===== src/smas_pkg.sv =====
// Shared constants, types and helpers of the square matrix add/sub/multiply block.
package smas_pkg;

	localparam int DIM          = 5;
	localparam int ELEM_WIDTH   = 16;
	localparam int RESULT_WIDTH = 34;
	localparam int IDX_W        = 3;
	localparam int CELLS        = DIM * DIM;
	localparam int ADDR_W       = (CELLS > 1) ? $clog2(CELLS) : 1;

	localparam logic [1:0] CMD_WR_A  = 2'd0;
	localparam logic [1:0] CMD_WR_B  = 2'd1;
	localparam logic [1:0] CMD_START = 2'd2;

	localparam logic [1:0] OP_ADD = 2'd0;
	localparam logic [1:0] OP_SUB = 2'd1;
	localparam logic [1:0] OP_MUL = 2'd2;

	localparam logic [IDX_W-1:0] IDX_LAST = IDX_W'(DIM - 1);

	// One read slot travelling down the pipeline.
	typedef struct packed {
		logic             valid;
		logic [IDX_W-1:0] row;
		logic [IDX_W-1:0] col;
		logic             first;
		logic             last;
		logic [1:0]       op;
	} tag_t;

	function automatic logic [ADDR_W-1:0] cell_addr(input logic [IDX_W-1:0] r,
		input logic [IDX_W-1:0] c);
		cell_addr = ADDR_W'(int'(r) * DIM + int'(c));
	endfunction

endpackage


===== src/square_matrix_add_sub_multiply.sv =====
// Top level of the square matrix add/sub/multiply block.
//
// Usage:
//   Input stream (s_*): tuser carries the command, tdata the row, column and
//   value. Write-A and write-B items store one element each. A start
//   item launches a run that emits every element of A+B, A-B
//   or A*B, chosen by the operation register, in row-major order on the
//   output stream (m_*), with tlast on the final element. Writes with an
//   out-of-range row or column, unused commands and starts under an unused
//   operation are dropped without a result.
//   Rate: a run issues one RAM read pair per cycle while the output is not
//   stalled: DIM*DIM reads for add/sub, DIM*DIM*DIM for multiply, where
//   each multiply result sums DIM products.
//   s_tready is low while the sequencer issues reads; a new item is taken as
//   soon as the last read of a run is out, even with results in flight.
//   Stall: when a result is pending and m_tready is low, the whole
//   read/accumulate pipeline holds, and the pending result waits in the output register.
//   Reset: clears control state and the operation register (sum); matrix
//   contents stay undefined until written. cfg_we writes the operation.
module square_matrix_add_sub_multiply (
	input  logic        clk,
	input  logic        arst_n,
	input  logic        cfg_we,
	input  logic [1:0]  cfg_wdata,
	input  logic        s_tvalid,
	output logic        s_tready,
	input  logic [23:0] s_tdata,   // row[2:0], col[5:3], value[21:6], zero pad
	input  logic [1:0]  s_tuser,   // cmd[1:0]
	output logic        m_tvalid,
	input  logic        m_tready,
	output logic [39:0] m_tdata,   // out_row[2:0], out_col[5:3], result[39:6]
	output logic        m_tlast
);

	logic [1:0]                              op_q;
	logic [1:0]                              cmd;
	logic [smas_pkg::IDX_W-1:0]              in_row, in_col;
	logic [smas_pkg::ELEM_WIDTH-1:0]         in_value;
	logic                                    accept, in_range, start;
	logic                                    a_we, b_we;
	logic [smas_pkg::ADDR_W-1:0]             waddr, a_addr, b_addr;
	logic                                    busy, re, advance;
	logic [smas_pkg::ELEM_WIDTH-1:0]         a_data, b_data;
	smas_pkg::tag_t                          tag_s1;
	logic [smas_pkg::IDX_W-1:0]              out_row, out_col;
	logic [smas_pkg::RESULT_WIDTH-1:0]       out_result;

	// Unpack the input item.
	assign cmd      = s_tuser;
	assign in_row   = s_tdata[2:0];
	assign in_col   = s_tdata[5:3];
	assign in_value = s_tdata[21:6];

	// Take items only while no run is issuing reads.
	assign s_tready = !busy;
	assign accept   = s_tvalid && s_tready;
	assign in_range = (int'(in_row) < smas_pkg::DIM) && (int'(in_col) < smas_pkg::DIM);
	assign waddr    = smas_pkg::cell_addr(in_row, in_col);
	assign a_we     = accept && in_range && (cmd == smas_pkg::CMD_WR_A);
	assign b_we     = accept && in_range && (cmd == smas_pkg::CMD_WR_B);
	// Drop a start under the unused operation code.
	assign start    = accept && (cmd == smas_pkg::CMD_START) &&
		(op_q == smas_pkg::OP_ADD || op_q == smas_pkg::OP_SUB || op_q == smas_pkg::OP_MUL);

	always_ff @(posedge clk or negedge arst_n) begin
		if (!arst_n) begin
			op_q <= smas_pkg::OP_ADD;
		end else if (cfg_we) begin
			op_q <= cfg_wdata;
		end
	end

	smas_ram #(
		.DEPTH  (smas_pkg::CELLS),
		.WIDTH  (smas_pkg::ELEM_WIDTH),
		.ADDR_W (smas_pkg::ADDR_W)
	) u_ram_a (
		.clk   (clk),
		.we    (a_we),
		.waddr (waddr),
		.wdata (in_value),
		.re    (re),
		.raddr (a_addr),
		.rdata (a_data)
	);

	smas_ram #(
		.DEPTH  (smas_pkg::CELLS),
		.WIDTH  (smas_pkg::ELEM_WIDTH),
		.ADDR_W (smas_pkg::ADDR_W)
	) u_ram_b (
		.clk   (clk),
		.we    (b_we),
		.waddr (waddr),
		.wdata (in_value),
		.re    (re),
		.raddr (b_addr),
		.rdata (b_data)
	);

	smas_seq u_seq (
		.clk     (clk),
		.arst_n  (arst_n),
		.start   (start),
		.op      (op_q),
		.advance (advance),
		.busy    (busy),
		.re      (re),
		.a_addr  (a_addr),
		.b_addr  (b_addr),
		.tag_s1  (tag_s1)
	);

	smas_dp u_dp (
		.clk        (clk),
		.arst_n     (arst_n),
		.tag_s1     (tag_s1),
		.a_data     (a_data),
		.b_data     (b_data),
		.advance    (advance),
		.out_valid  (m_tvalid),
		.out_ready  (m_tready),
		.out_row    (out_row),
		.out_col    (out_col),
		.out_result (out_result),
		.out_last   (m_tlast)
	);

	// Pack the result item.
	assign m_tdata = {out_result, out_col, out_row};

`ifndef ASSERT_OFF
	// The final element of a run sits at the bottom-right corner.
	a_last_corner: assert property (@(posedge clk) disable iff (!arst_n)
		(m_tvalid && m_tlast) |-> (out_row == smas_pkg::IDX_LAST &&
			out_col == smas_pkg::IDX_LAST))
		else $error("tlast away from the last element");

	// No element write while reads of a run are being issued.
	a_no_write_in_run: assert property (@(posedge clk) disable iff (!arst_n)
		busy |-> !(a_we || b_we))
		else $error("element write during a run");

	// An accepted start launches the sequencer.
	a_start_runs: assert property (@(posedge clk) disable iff (!arst_n)
		start |=> busy)
		else $error("start did not launch a run");

	// Reads are issued only while the result path can move.
	a_read_when_free: assert property (@(posedge clk) disable iff (!arst_n)
		(m_tvalid && !m_tready) |-> !re)
		else $error("read issued under output stall");
`endif

endmodule


===== src/smas_ram.sv =====
// Generic single-write, single-read synchronous RAM with registered read data.
module smas_ram #(
	parameter int DEPTH  = 25,
	parameter int WIDTH  = 16,
	parameter int ADDR_W = 5
) (
	input  logic              clk,
	input  logic              we,
	input  logic [ADDR_W-1:0] waddr,
	input  logic [WIDTH-1:0]  wdata,
	input  logic              re,
	input  logic [ADDR_W-1:0] raddr,
	output logic [WIDTH-1:0]  rdata
);

	logic [WIDTH-1:0] mem_q [DEPTH];

	always_ff @(posedge clk) begin
		if (we) begin
			mem_q[waddr] <= wdata;
		end
	end

	always_ff @(posedge clk) begin
		if (re) begin
			rdata <= mem_q[raddr];
		end
	end

endmodule


===== src/smas_seq.sv =====
// Read sequencer: walks rows, columns and the inner index and issues RAM reads.
module smas_seq (
	input  logic                             clk,
	input  logic                             arst_n,
	input  logic                             start,
	input  logic [1:0]                       op,
	input  logic                             advance,
	output logic                             busy,
	output logic                             re,
	output logic [smas_pkg::ADDR_W-1:0]      a_addr,
	output logic [smas_pkg::ADDR_W-1:0]      b_addr,
	output smas_pkg::tag_t                   tag_s1
);

	typedef enum logic [1:0] {
		ST_IDLE = 2'b01,
		ST_RUN  = 2'b10
	} seq_state_t;

	seq_state_t                   state_q;
	logic [smas_pkg::IDX_W-1:0]   r_q, c_q, k_q;
	logic [1:0]                   op_q;
	logic                         mul;
	logic                         k_end, c_end, r_end;

	assign mul   = (op_q == smas_pkg::OP_MUL);
	assign k_end = !mul || (k_q == smas_pkg::IDX_LAST);
	assign c_end = (c_q == smas_pkg::IDX_LAST);
	assign r_end = (r_q == smas_pkg::IDX_LAST);

	assign busy = (state_q == ST_RUN);
	assign re   = advance;

	assign a_addr = mul ? smas_pkg::cell_addr(r_q, k_q) : smas_pkg::cell_addr(r_q, c_q);
	assign b_addr = mul ? smas_pkg::cell_addr(k_q, c_q) : smas_pkg::cell_addr(r_q, c_q);

	always_ff @(posedge clk or negedge arst_n) begin
		if (!arst_n) begin
			state_q <= ST_IDLE;
			r_q     <= '0;
			c_q     <= '0;
			k_q     <= '0;
			op_q    <= smas_pkg::OP_ADD;
		end else begin
			unique case (state_q)
				ST_IDLE: begin
					if (start) begin
						state_q <= ST_RUN;
						op_q    <= op;
						r_q     <= '0;
						c_q     <= '0;
						k_q     <= '0;
					end
				end
				ST_RUN: begin
					if (advance) begin
						if (!k_end) begin
							k_q <= k_q + 1'b1;
						end else begin
							k_q <= '0;
							if (!c_end) begin
								c_q <= c_q + 1'b1;
							end else begin
								c_q <= '0;
								if (r_end) begin
									state_q <= ST_IDLE;
								end else begin
									r_q <= r_q + 1'b1;
								end
							end
						end
					end
				end
				default: state_q <= ST_IDLE;
			endcase
		end
	end

	// Tag follows the read data out of the RAM.
	always_ff @(posedge clk or negedge arst_n) begin
		if (!arst_n) begin
			tag_s1 <= '0;
		end else if (advance) begin
			tag_s1.valid <= busy;
			tag_s1.row   <= r_q;
			tag_s1.col   <= c_q;
			tag_s1.first <= (k_q == '0);
			tag_s1.last  <= k_end;
			tag_s1.op    <= op_q;
		end
	end

endmodule


===== src/smas_dp.sv =====
// Datapath: forms one term per read, accumulates it and holds the result item.
module smas_dp (
	input  logic                                 clk,
	input  logic                                 arst_n,
	input  smas_pkg::tag_t                       tag_s1,
	input  logic [smas_pkg::ELEM_WIDTH-1:0]      a_data,
	input  logic [smas_pkg::ELEM_WIDTH-1:0]      b_data,
	output logic                                 advance,
	output logic                                 out_valid,
	input  logic                                 out_ready,
	output logic [smas_pkg::IDX_W-1:0]           out_row,
	output logic [smas_pkg::IDX_W-1:0]           out_col,
	output logic [smas_pkg::RESULT_WIDTH-1:0]    out_result,
	output logic                                 out_last
);

	logic signed [smas_pkg::ELEM_WIDTH-1:0]     a_s, b_s;
	logic signed [2*smas_pkg::ELEM_WIDTH-1:0]   prod;
	logic signed [smas_pkg::RESULT_WIDTH-1:0]   term;
	logic signed [smas_pkg::RESULT_WIDTH-1:0]   term_s2;
	smas_pkg::tag_t                             tag_s2;
	logic [smas_pkg::RESULT_WIDTH-1:0]          acc_q;
	logic [smas_pkg::RESULT_WIDTH-1:0]          acc_next;

	// Whole pipeline moves while the output register is free or being emptied.
	assign advance = !out_valid || out_ready;

	assign a_s  = a_data;
	assign b_s  = b_data;
	assign prod = a_s * b_s;

	always_comb begin
		case (tag_s1.op)
			smas_pkg::OP_ADD: term = smas_pkg::RESULT_WIDTH'(a_s) + smas_pkg::RESULT_WIDTH'(b_s);
			smas_pkg::OP_SUB: term = smas_pkg::RESULT_WIDTH'(a_s) - smas_pkg::RESULT_WIDTH'(b_s);
			smas_pkg::OP_MUL: term = smas_pkg::RESULT_WIDTH'(prod);
			default:          term = '0;
		endcase
	end

	always_ff @(posedge clk or negedge arst_n) begin
		if (!arst_n) begin
			tag_s2 <= '0;
		end else if (advance) begin
			tag_s2 <= tag_s1;
		end
	end

	always_ff @(posedge clk) begin
		if (advance) begin
			term_s2 <= term;
		end
	end

	assign acc_next = tag_s2.first ? term_s2 : acc_q + term_s2;

	always_ff @(posedge clk) begin
		if (advance && tag_s2.valid) begin
			acc_q <= acc_next;
		end
	end

	always_ff @(posedge clk or negedge arst_n) begin
		if (!arst_n) begin
			out_valid <= 1'b0;
		end else if (advance) begin
			out_valid <= tag_s2.valid && tag_s2.last;
		end
	end

	always_ff @(posedge clk) begin
		if (advance && tag_s2.valid && tag_s2.last) begin
			out_row    <= tag_s2.row;
			out_col    <= tag_s2.col;
			out_result <= acc_next;
			out_last   <= (tag_s2.row == smas_pkg::IDX_LAST) &&
				(tag_s2.col == smas_pkg::IDX_LAST);
		end
	end

endmodule

===== config.mk =====
export PLATFORM = sky130hd
export DESIGN_NAME = square_matrix_add_sub_multiply
export DESIGN_NICKNAME = d
export VERILOG_FILES = /design/src/smas_pkg.sv /design/src/square_matrix_add_sub_multiply.sv /design/src/smas_ram.sv /design/src/smas_seq.sv /design/src/smas_dp.sv
export SDC_FILE = /design/constraint.sdc
export NUM_CORES = 2
export LEC_CHECK = 0
export ABC_AREA = 1
export BUFFER_PORTS_ARGS = -buffer_cell sky130_fd_sc_hd__buf_2
export CAP_MARGIN = 15
export CORE_MARGIN = 1.5
export CORE_UTILIZATION = 50
export DETAILED_ROUTE_END_ITERATION = 6
export HOLD_SLACK_MARGIN = 0.12
export PLACE_DENSITY = 0.68
export SLEW_MARGIN = 20
export SYNTH_ARGS = -nofsm -noshare
export SYNTH_HDL_FRONTEND = slang
export SYNTH_HIERARCHICAL = 1
export SYNTH_SLANG_ARGS = --single-unit
export TNS_END_PERCENT = 1

===== constraint.sdc =====
create_clock -name clk -period 6.2 [get_ports clk]
set_input_delay 0.31 -clock clk [delete_from_list [all_inputs] [get_ports clk]]
set_output_delay 0.31 -clock clk [all_outputs]
set_load 0.01 [all_outputs]

# Word-level counts from Yosys, hierarchy flattened
# Memory sizes are Yosys's and may differ from the RTL's. A register that Yosys moved wholly into a read port is not among the register bits.
# Cells that the tools add are included.
dict set report totals {
  ff_bits 145
  latch_bits 0
  ram_bits 800
  rom_bits 0
  input_bits 33
  output_inout_bits 43
  wordCells 117
  mem_count 2
}
# name words word_bits rd rd_ports_with_merged_regs write_ports line
set memory_table {}
lappend memory_table {u_ram_a.mem_q 25 16 1 1 1 smas_ram.sv:16} ;# logic [WIDTH-1:0] mem_q [DEPTH];
lappend memory_table {u_ram_b.mem_q 25 16 1 1 1 smas_ram.sv:16}
dict set report op_classes {
  n_addsub 10
  mul 4
  div_mod_pow 0
  n_lt_le_gt_ge 2
  eq_ne 20
  shift 0
  mux 27
  n_bitwise 0
  reduce_logical 28
}
# cell n
set ops {}
lappend ops {{$pmux W34 S3} 1}
lappend ops {{$add A34 B34 Y34} 1}
lappend ops {{$mux W34} 1}
lappend ops {{$mul A16 B16 Y32} 1}
lappend ops {{$mux W3} 10}
lappend ops {{$pmux W3 S2} 3}
lappend ops {{$add A16 B16 Y17} 1}
lappend ops {{$sub A16 B16 Y17} 1}
lappend ops {{$add A5 B4 Y5} 3}
lappend ops {{$eq A3 B3 Y1 const B} 5}
lappend ops {{$mul A3 B3 Y5 const B} 3}
lappend ops {{$logic_and A1 B1 Y1} 11}
lappend ops {{$eq A2 B2 Y1 const B} 5}
lappend ops {{$mux W2} 5}
lappend ops {{$mux W5} 2}
lappend ops {{$add A3 B1 Y3 const B} 3}
lappend ops {{$eq A2 B1 Y1 const B} 4}
lappend ops {{$ne A2 B1 Y1 const B} 4}
lappend ops {{$logic_not A2 Y1} 3}
lappend ops {{$lt A3 B3 Y1 const B} 2}
lappend ops {{$reduce_and A6 Y1} 1}
lappend ops {{$add A5 B3 Y5} 1}
lappend ops {{$reduce_and A5 Y1} 1}
lappend ops {{$logic_or A1 B1 Y1} 4}
lappend ops {{9 further kinds} 15}

# Depth between registers and ports, before layout
dict set report depth {
  depth_word 7
  ltp_mapped 28
  ltp_nobuf 26
}

# Cells and area by module
# The synthesis kept the hierarchy.
# mod instances cells_each area_per_inst_um2 seq_area_each_um2
set by_module_without_submodules {}
lappend by_module_without_submodules {smas_dp 1 2496 19114.6 3463.3}
lappend by_module_without_submodules {{smas_ram (u_ram_a)} 1 1552 17374.2 12492.0}
lappend by_module_without_submodules {{smas_ram (u_ram_b)} 1 1551 17374.2 12492.0}
lappend by_module_without_submodules {smas_seq 1 217 1781.7 601.8}
lappend by_module_without_submodules {square_matrix_add_sub_multiply 1 46 331.6 50.0}

# Worst setup path before layout
# No wires, ideal clock.
dict set report synth_timing {
  path_type {reg-to-reg}
  from {register u_ram_a.rdata[15], read port of u_ram_a.mem_q}
  to {register u_dp/term_s2[27] (netlist bit) (data pin)}
  setup_ns 0.254
  arrival_time_ns 5.535
  required_time_ns 5.946
  path_slack_ns 0.410
  stages_incl_launch_ff 21
  path_buffers 2
  period_less_slack_ns 5.790
  path_cell_list {edfxtp_1 -> clkbuf_1 -> clkbuf_1 -> nand2_1 -> inv_1 -> fa_1 -> fa_1 -> fa_1 -> fa_1 -> fa_1 -> inv_1 -> fa_1 -> inv_1 -> ha_1 -> a21oi_1 -> a21boi_1 -> nor2_1 -> nor2_1 -> nand4_1 -> nand3_1 -> nand2_4}
}
dict set report synth_between {
  elab_chain_cells 2
  word_cells_on_any_way 4
  cone_classes {add/sub (2); mul (1); mux (1)}
}
# item line
set synth_lines {}
lappend synth_lines {{from (decl)} smas_ram.sv:13} ;# output logic [WIDTH-1:0] rdata
lappend synth_lines {{$mul A16 B16 Y32, or another cell as far along} smas_dp.sv:30} ;# assign prod = a_s * b_s;
lappend synth_lines {{$pmux W34 S3 (*)} smas_dp.sv:33} ;# case (tag_s1.op)
lappend synth_lines {{via u_dp.term (one bit)} smas_dp.sv:19} ;# logic signed [smas_pkg::RESULT_WIDTH-1:0] term;
lappend synth_lines {{to (signal assigned)} smas_dp.sv:51} ;# term_s2 <= term;
lappend synth_lines {{to (decl)} smas_dp.sv:20} ;# logic signed [smas_pkg::RESULT_WIDTH-1:0] term_s2;
# Mark *: on every way through the listed nets, which the timed path passes. The rest lies on a longest branch.
# A chain may end at the register's enable or synchronous reset.

# Final worst setup path
dict set report layout_timing {
  from {register u_ram_a.rdata[11], read port of u_ram_a.mem_q}
  to {register u_dp/term_s2[24] (netlist bit) (data pin)}
}
# The elaborated chain is that of the path after synthesis.

==> impl_metrics.sql <==
INSERT INTO impl_metrics (metric_group, metric, value, unit) VALUES
('worst_setup_path', 'worst-r2r-cell-count', '20', ''),
('worst_setup_path', 'data_required_time_at_the_worst_endpoint', '6.64', 'ns'),
('global_route', 'grt_first_pass_wirelength', '223000', 'um'),
('die', 'top_level_ports', '76', ''),
('timing', 'rsz0062_at_grt', 'yes', ''),
('drt', 'vias', '40149', ''),
('worst_setup_path', 'crit_chain', 'buf_4, nand2_1, fa_1, inv_1, fa_1, fa_1, fa_1, fa_1, inv_1, fa_1, inv_1, ha_1, nand2_1, nor2_1, nor2_1, nor2_1, nor2_1, nand4_1, nand3_1, nand2_4', ''),
('timing', 'final_max_slew_viol_count', '0', ''),
('cts', 'cts_num_sinks', '975', ''),
('run', 'timing.max_cap.violations', '0', ''),
('synth', 'yosysSeqAreaShare', '52.0', '%'),
('worst_setup_path', 'setup.worst_path.start_class', 'register', ''),
('placed_design', 'hpwlAfterDp', '96300', 'um'),
('synth', 'synthDominantAreaCellType', 'sky130_fd_sc_hd__edfxtp_1', ''),
('drt', 'wl_per_cell', '19.2', 'um'),
('drt', 'detailedRoute.firstIterationViolations', '3821', ''),
('cts', 'worst_setup_hold_path_clk_slew', '0.06', 'ns'),
('placed_design', 'gp_routability_congestion', '1.01', ''),
('synth', 'mean_syn_cell_area', '9.55', 'sq um'),
('worst_setup_path', 'cpPeakStageDelay', '0.73', 'ns'),
('hold_path', 'hold_path_class', 'in -> reg', ''),
('cts', 'worstSkewPairLatency', '0.71', 'ns'),
('cts', 'numCtsBuffers', '100', ''),
('cells_and_area', 'area_delta_synth_final', '10.1', '%'),
('worst_setup_path', 'max_fo_critical_path', '11', ''),
('global_route', 'initial_antenna_violation_count', '2', ''),
('worst_setup_path', 'critical_path.reg2reg.startpoint', 'u_ram_a/rdata[11]$_DFFE_PP_', ''),
('drt', 'antenna_left', '0', ''),
('worst_setup_path', 'worst_setup_path_startpoint', 'u_ram_a/rdata[11]$_DFFE_PP_', ''),
('global_route', 'maximum_number_of_pins_on_one_net_before_global_route_repair', '105', ''),
('synth', 'ys_async_sr_fraction', '3.69', '%'),
('cts', 'tritoncts', 'done', ''),
('die', 'chip_height', '338', 'um'),
('cts', 'h-tree-depth', '3', ''),
('drt', 'drtPass1Iterations', '6', ''),
('synth', 'edff_count_synth', '939', ''),
('timing', 'finalHoldViolCount', '0', ''),
('die', 'floorplan.core_area', '0.111', 'sq mm'),
('synth', 'yosys.cell_types.count', '57', ''),
('cts', 'cts_max_path_buffers', '3', ''),
('worst_setup_path', 'setup.worst_path.end_class', 'register', ''),
('drt', 'drt_drc_violations_left', '0', ''),
('cts', 'clock-root-buffer', 'sky130_fd_sc_hd__clkbuf_16', ''),
('synth', 'synthDominantCellAreaShare', '50.4', '%'),
('synth', 'synth.top_cells.by_area', 'sky130_fd_sc_hd__edfxtp_1 (50%), sky130_fd_sc_hd__nand2_1 (12%), sky130_fd_sc_hd__fa_1 (9.6%)', ''),
('worst_setup_path', 'timing.critical_path.to', 'u_dp/term_s2[24]$_DFFE_PN_', ''),
('timing', 'period_needed', '5.99', 'ns'),
('synth', 'synth_fp_nets', '6344', ''),
('global_route', 'first_global_vias', '39219', ''),
('die', 'die_width', '338', 'um'),
('global_route', 'grt_remaining_overflow', '0', ''),
('die', 'number_of_placement_rows', '122', ''),
('cells_and_area', 'drive_gt1_share', '8.26', '%'),
('synth', 'ys_seq_elements', '975', ''),
('synth', 'ys_dominant_reg_cell', 'sky130_fd_sc_hd__edfxtp_1', ''),
('worst_setup_path', 'critical_path_arrival', '6.42', 'ns'),
('timing', 'timing_worst_slew_pin_value', '1.14', 'ns'),
('placed_design', 'numPortBuffers', '73', ''),
('worst_setup_path', 'r2r_slack', '0.21', 'ns'),
('timing', 'slew-limit-headroom', '24.3', '%'),
('drt', 'drt-total-wl', '145000', 'um'),
('outcome', 'outcome', 'completed', ''),
('worst_setup_path', 'cp_slowest_cell', 'sky130_fd_sc_hd__edfxtp_1', ''),
('die', 'design.die.area', '0.114', 'sq mm'),
('synth', 'synth.cell_area', '0.0560', 'sq mm'),
('timing', 'final-setup-viol-count', '0', ''),
('cells_and_area', 'post_layout_net_count', '6442', ''),
('synth', 'netlist_instances', '5862', ''),
('worst_setup_path', 'worstSetupPathType', 'reg -> reg', ''),
('worst_setup_path', 'timing.rr.end', 'u_dp/term_s2[24]$_DFFE_PN_', ''),
('die', 'start_util', '50.5', '%'),
('timing', 'period_utilisation_layout', '96.5', '%'),
('drt', 'routed_via_density', '5.33', ''),
('timing', 'fmaxAchievable', '167', 'MHz'),
('worst_setup_path', 'path_common_cell', 'sky130_fd_sc_hd__fa_1', ''),
('global_route', 'grt_util_all_layers', '25.7', '%'),
('cells_and_area', 'final_core_util', '55.6', '%'),
('timing', 'finalClockSkew', '0.0452', 'ns'),
('synth', 'synth_warnings', '6', '');
[cells in the mapped netlist, types with 4 or more instances]
| library cell | number |
|---|---|
| sky130_fd_sc_hd__nand2_1 | 1759 |
| sky130_fd_sc_hd__inv_1 | 955 |
| sky130_fd_sc_hd__edfxtp_1 | 939 |
| sky130_fd_sc_hd__nand3_1 | 733 |
| sky130_fd_sc_hd__fa_1 | 269 |
| sky130_fd_sc_hd__nor2_1 | 255 |
| sky130_fd_sc_hd__ha_1 | 180 |
| sky130_fd_sc_hd__a21oi_1 | 119 |
| sky130_fd_sc_hd__o21ai_0 | 112 |
| sky130_fd_sc_hd__clkbuf_1 | 93 |
| sky130_fd_sc_hd__buf_2 | 58 |
| sky130_fd_sc_hd__or2_2 | 46 |
| sky130_fd_sc_hd__dfrtp_1 | 35 |
| sky130_fd_sc_hd__buf_4 | 32 |
| sky130_fd_sc_hd__buf_6 | 27 |
| sky130_fd_sc_hd__nand4_1 | 26 |
| sky130_fd_sc_hd__buf_1 | 22 |
| sky130_fd_sc_hd__nand3b_1 | 22 |
| sky130_fd_sc_hd__o211ai_1 | 16 |
| sky130_fd_sc_hd__nand2_4 | 15 |
| sky130_fd_sc_hd__nor3_1 | 15 |
| sky130_fd_sc_hd__xor2_1 | 15 |
| sky130_fd_sc_hd__o21bai_1 | 13 |
| sky130_fd_sc_hd__xnor2_1 | 12 |
| sky130_fd_sc_hd__o21ai_1 | 11 |
| sky130_fd_sc_hd__nand2_2 | 8 |
| sky130_fd_sc_hd__inv_2 | 7 |
| sky130_fd_sc_hd__nor4_1 | 7 |
| sky130_fd_sc_hd__a21o_1 | 5 |
| sky130_fd_sc_hd__clkinv_1 | 5 |
| sky130_fd_sc_hd__nand3_2 | 5 |
| sky130_fd_sc_hd__nor2_2 | 4 |
| sky130_fd_sc_hd__nor2_4 | 4 |
[routing by layer]
metal | track usage [%] | share of wire, %
met3 | 3.37 | 6.6
met1 | 34.6 | 42
met4 | 9.92 | 3.8
met5 | 0 | 0.0090
met2 | 42.5 | 48
[final cells by class]
cell class,instances,area (sq um)
diodes,1,2.50
inverters,969,3650
fillers,9691,49200
clock inverters,66,662
clock buffers,120,2600
repair buffers,231,1710
flip-flops and latches,975,29100
multi-input cells,3683,22100
well taps,1488,1860
[per-stage QoR]
| step | worst slack, ns | setup TNS (ns) | hold WS, ns | instances | cell area [sq um] |
|---|---|---|---|---|---|
| floorplan | 0.410 | 0 | 0.0144 | 5862 | 56000 |
| global placement | 0.229 | 0 | 0.428 | 7328 | 58100 |
| detailed placement | 0.128 | 0 | 0.438 | 7328 | 58100 |
| CTS | 0.120 | 0 | 0.255 | 7519 | 61500 |
| global route | -0.00976 | -0.00976 | 0.166 | 7532 | 61600 |
| finish | 0.215 | 0 | 0.165 | 7533 | 61600 |
[worst min-delay path by stage]
stage	from	endpoint	slack, ns	cells past startpoint
global route	s_tdata[9]	u_ram_a/mem_q[4][3]$_DFFE_PP_	0.17	1
CTS	s_tdata[11]	u_ram_b/mem_q[10][5]$_DFFE_PP_	0.25	2
finish	s_tdata[9]	u_ram_a/mem_q[4][3]$_DFFE_PP_	0.17	1
global placement	u_dp/tag_s2[5]$_DFFE_PN0N_	u_dp/out_col[1]$_DFFE_PP_	0.43	0
detailed placement	u_dp/tag_s2[5]$_DFFE_PN0N_	u_dp/out_col[1]$_DFFE_PP_	0.44	0
floorplan	arst_n	op_q[0]$_DFFE_PN0P_	0.01	0
[state kept, by name, indices dropped and copies added (netlist names), 11 cells and up]
signal / flops
u_dp/acc_q: 34
u_seq/tag_s1: 11
u_ram_a/mem_q: 400
u_dp/term_s2: 32
u_ram_b/mem_q: 400
u_ram_b/rdata: 16
u_dp/out_result: 34
u_ram_a/rdata: 16
[kinds of logic after synthesis]
kind of cell	Yosys count	synth area share (%)
adder cells (fa/ha/maj)	449	13.6
XOR/XNOR	27	0.422
buffers and inverters	1204	8.83
multiplexers	2	0.0402
flip-flops	975	52.0
AO/OA/AOI/OAI	298	2.96
AND/OR/NAND/NOR	2907	22.1
[what timing repair did]
item | 4_1_cts | 5_1_grt
buffers inserted | 0 | 10
setup endpoints to repair | 0 | 15
hold endpoints to repair | 41 | 15
resized for setup | 0 | 10
hold buffers | 5 | 1
[layout by cell type (no fill, tap or decap), types with 12 or more instances in the layout]
cell,netlist,layout
sky130_fd_sc_hd__dfrtp_1,35,35
sky130_fd_sc_hd__xor2_1,15,15
sky130_fd_sc_hd__nand2_4,15,18
sky130_fd_sc_hd__a21oi_1,119,116
sky130_fd_sc_hd__clkbuf_16,0,101
sky130_fd_sc_hd__buf_4,32,143
sky130_fd_sc_hd__nand2_1,1759,1755
sky130_fd_sc_hd__nand4_1,26,26
sky130_fd_sc_hd__xnor2_1,12,12
sky130_fd_sc_hd__nor2_1,255,250
sky130_fd_sc_hd__clkinv_2,0,20
sky130_fd_sc_hd__buf_2,58,70
sky130_fd_sc_hd__nor3_1,15,12
sky130_fd_sc_hd__nand3b_1,22,22
sky130_fd_sc_hd__inv_1,955,951
sky130_fd_sc_hd__clkbuf_1,93,19
sky130_fd_sc_hd__clkinv_1,5,31
sky130_fd_sc_hd__nand3_1,733,733
sky130_fd_sc_hd__or2_2,46,46
sky130_fd_sc_hd__ha_1,180,178
sky130_fd_sc_hd__o21ai_1,11,13
sky130_fd_sc_hd__o211ai_1,16,16
sky130_fd_sc_hd__fa_1,269,269
sky130_fd_sc_hd__o21ai_0,112,106
sky130_fd_sc_hd__edfxtp_1,939,939
sky130_fd_sc_hd__o21bai_1,13,13
[worst max-delay path, delay by kind of cell (launching register included)]
kind          cells  cell delay [ns]
flops             1             0.73
buf+inv           4             0.44
fa+ha+maj         7             3.37
simple gates      9             1.21
Power is left out: the tool's default activity adds up to more than one toggle a clock period on the data nets, which glitch-free logic cannot reach.
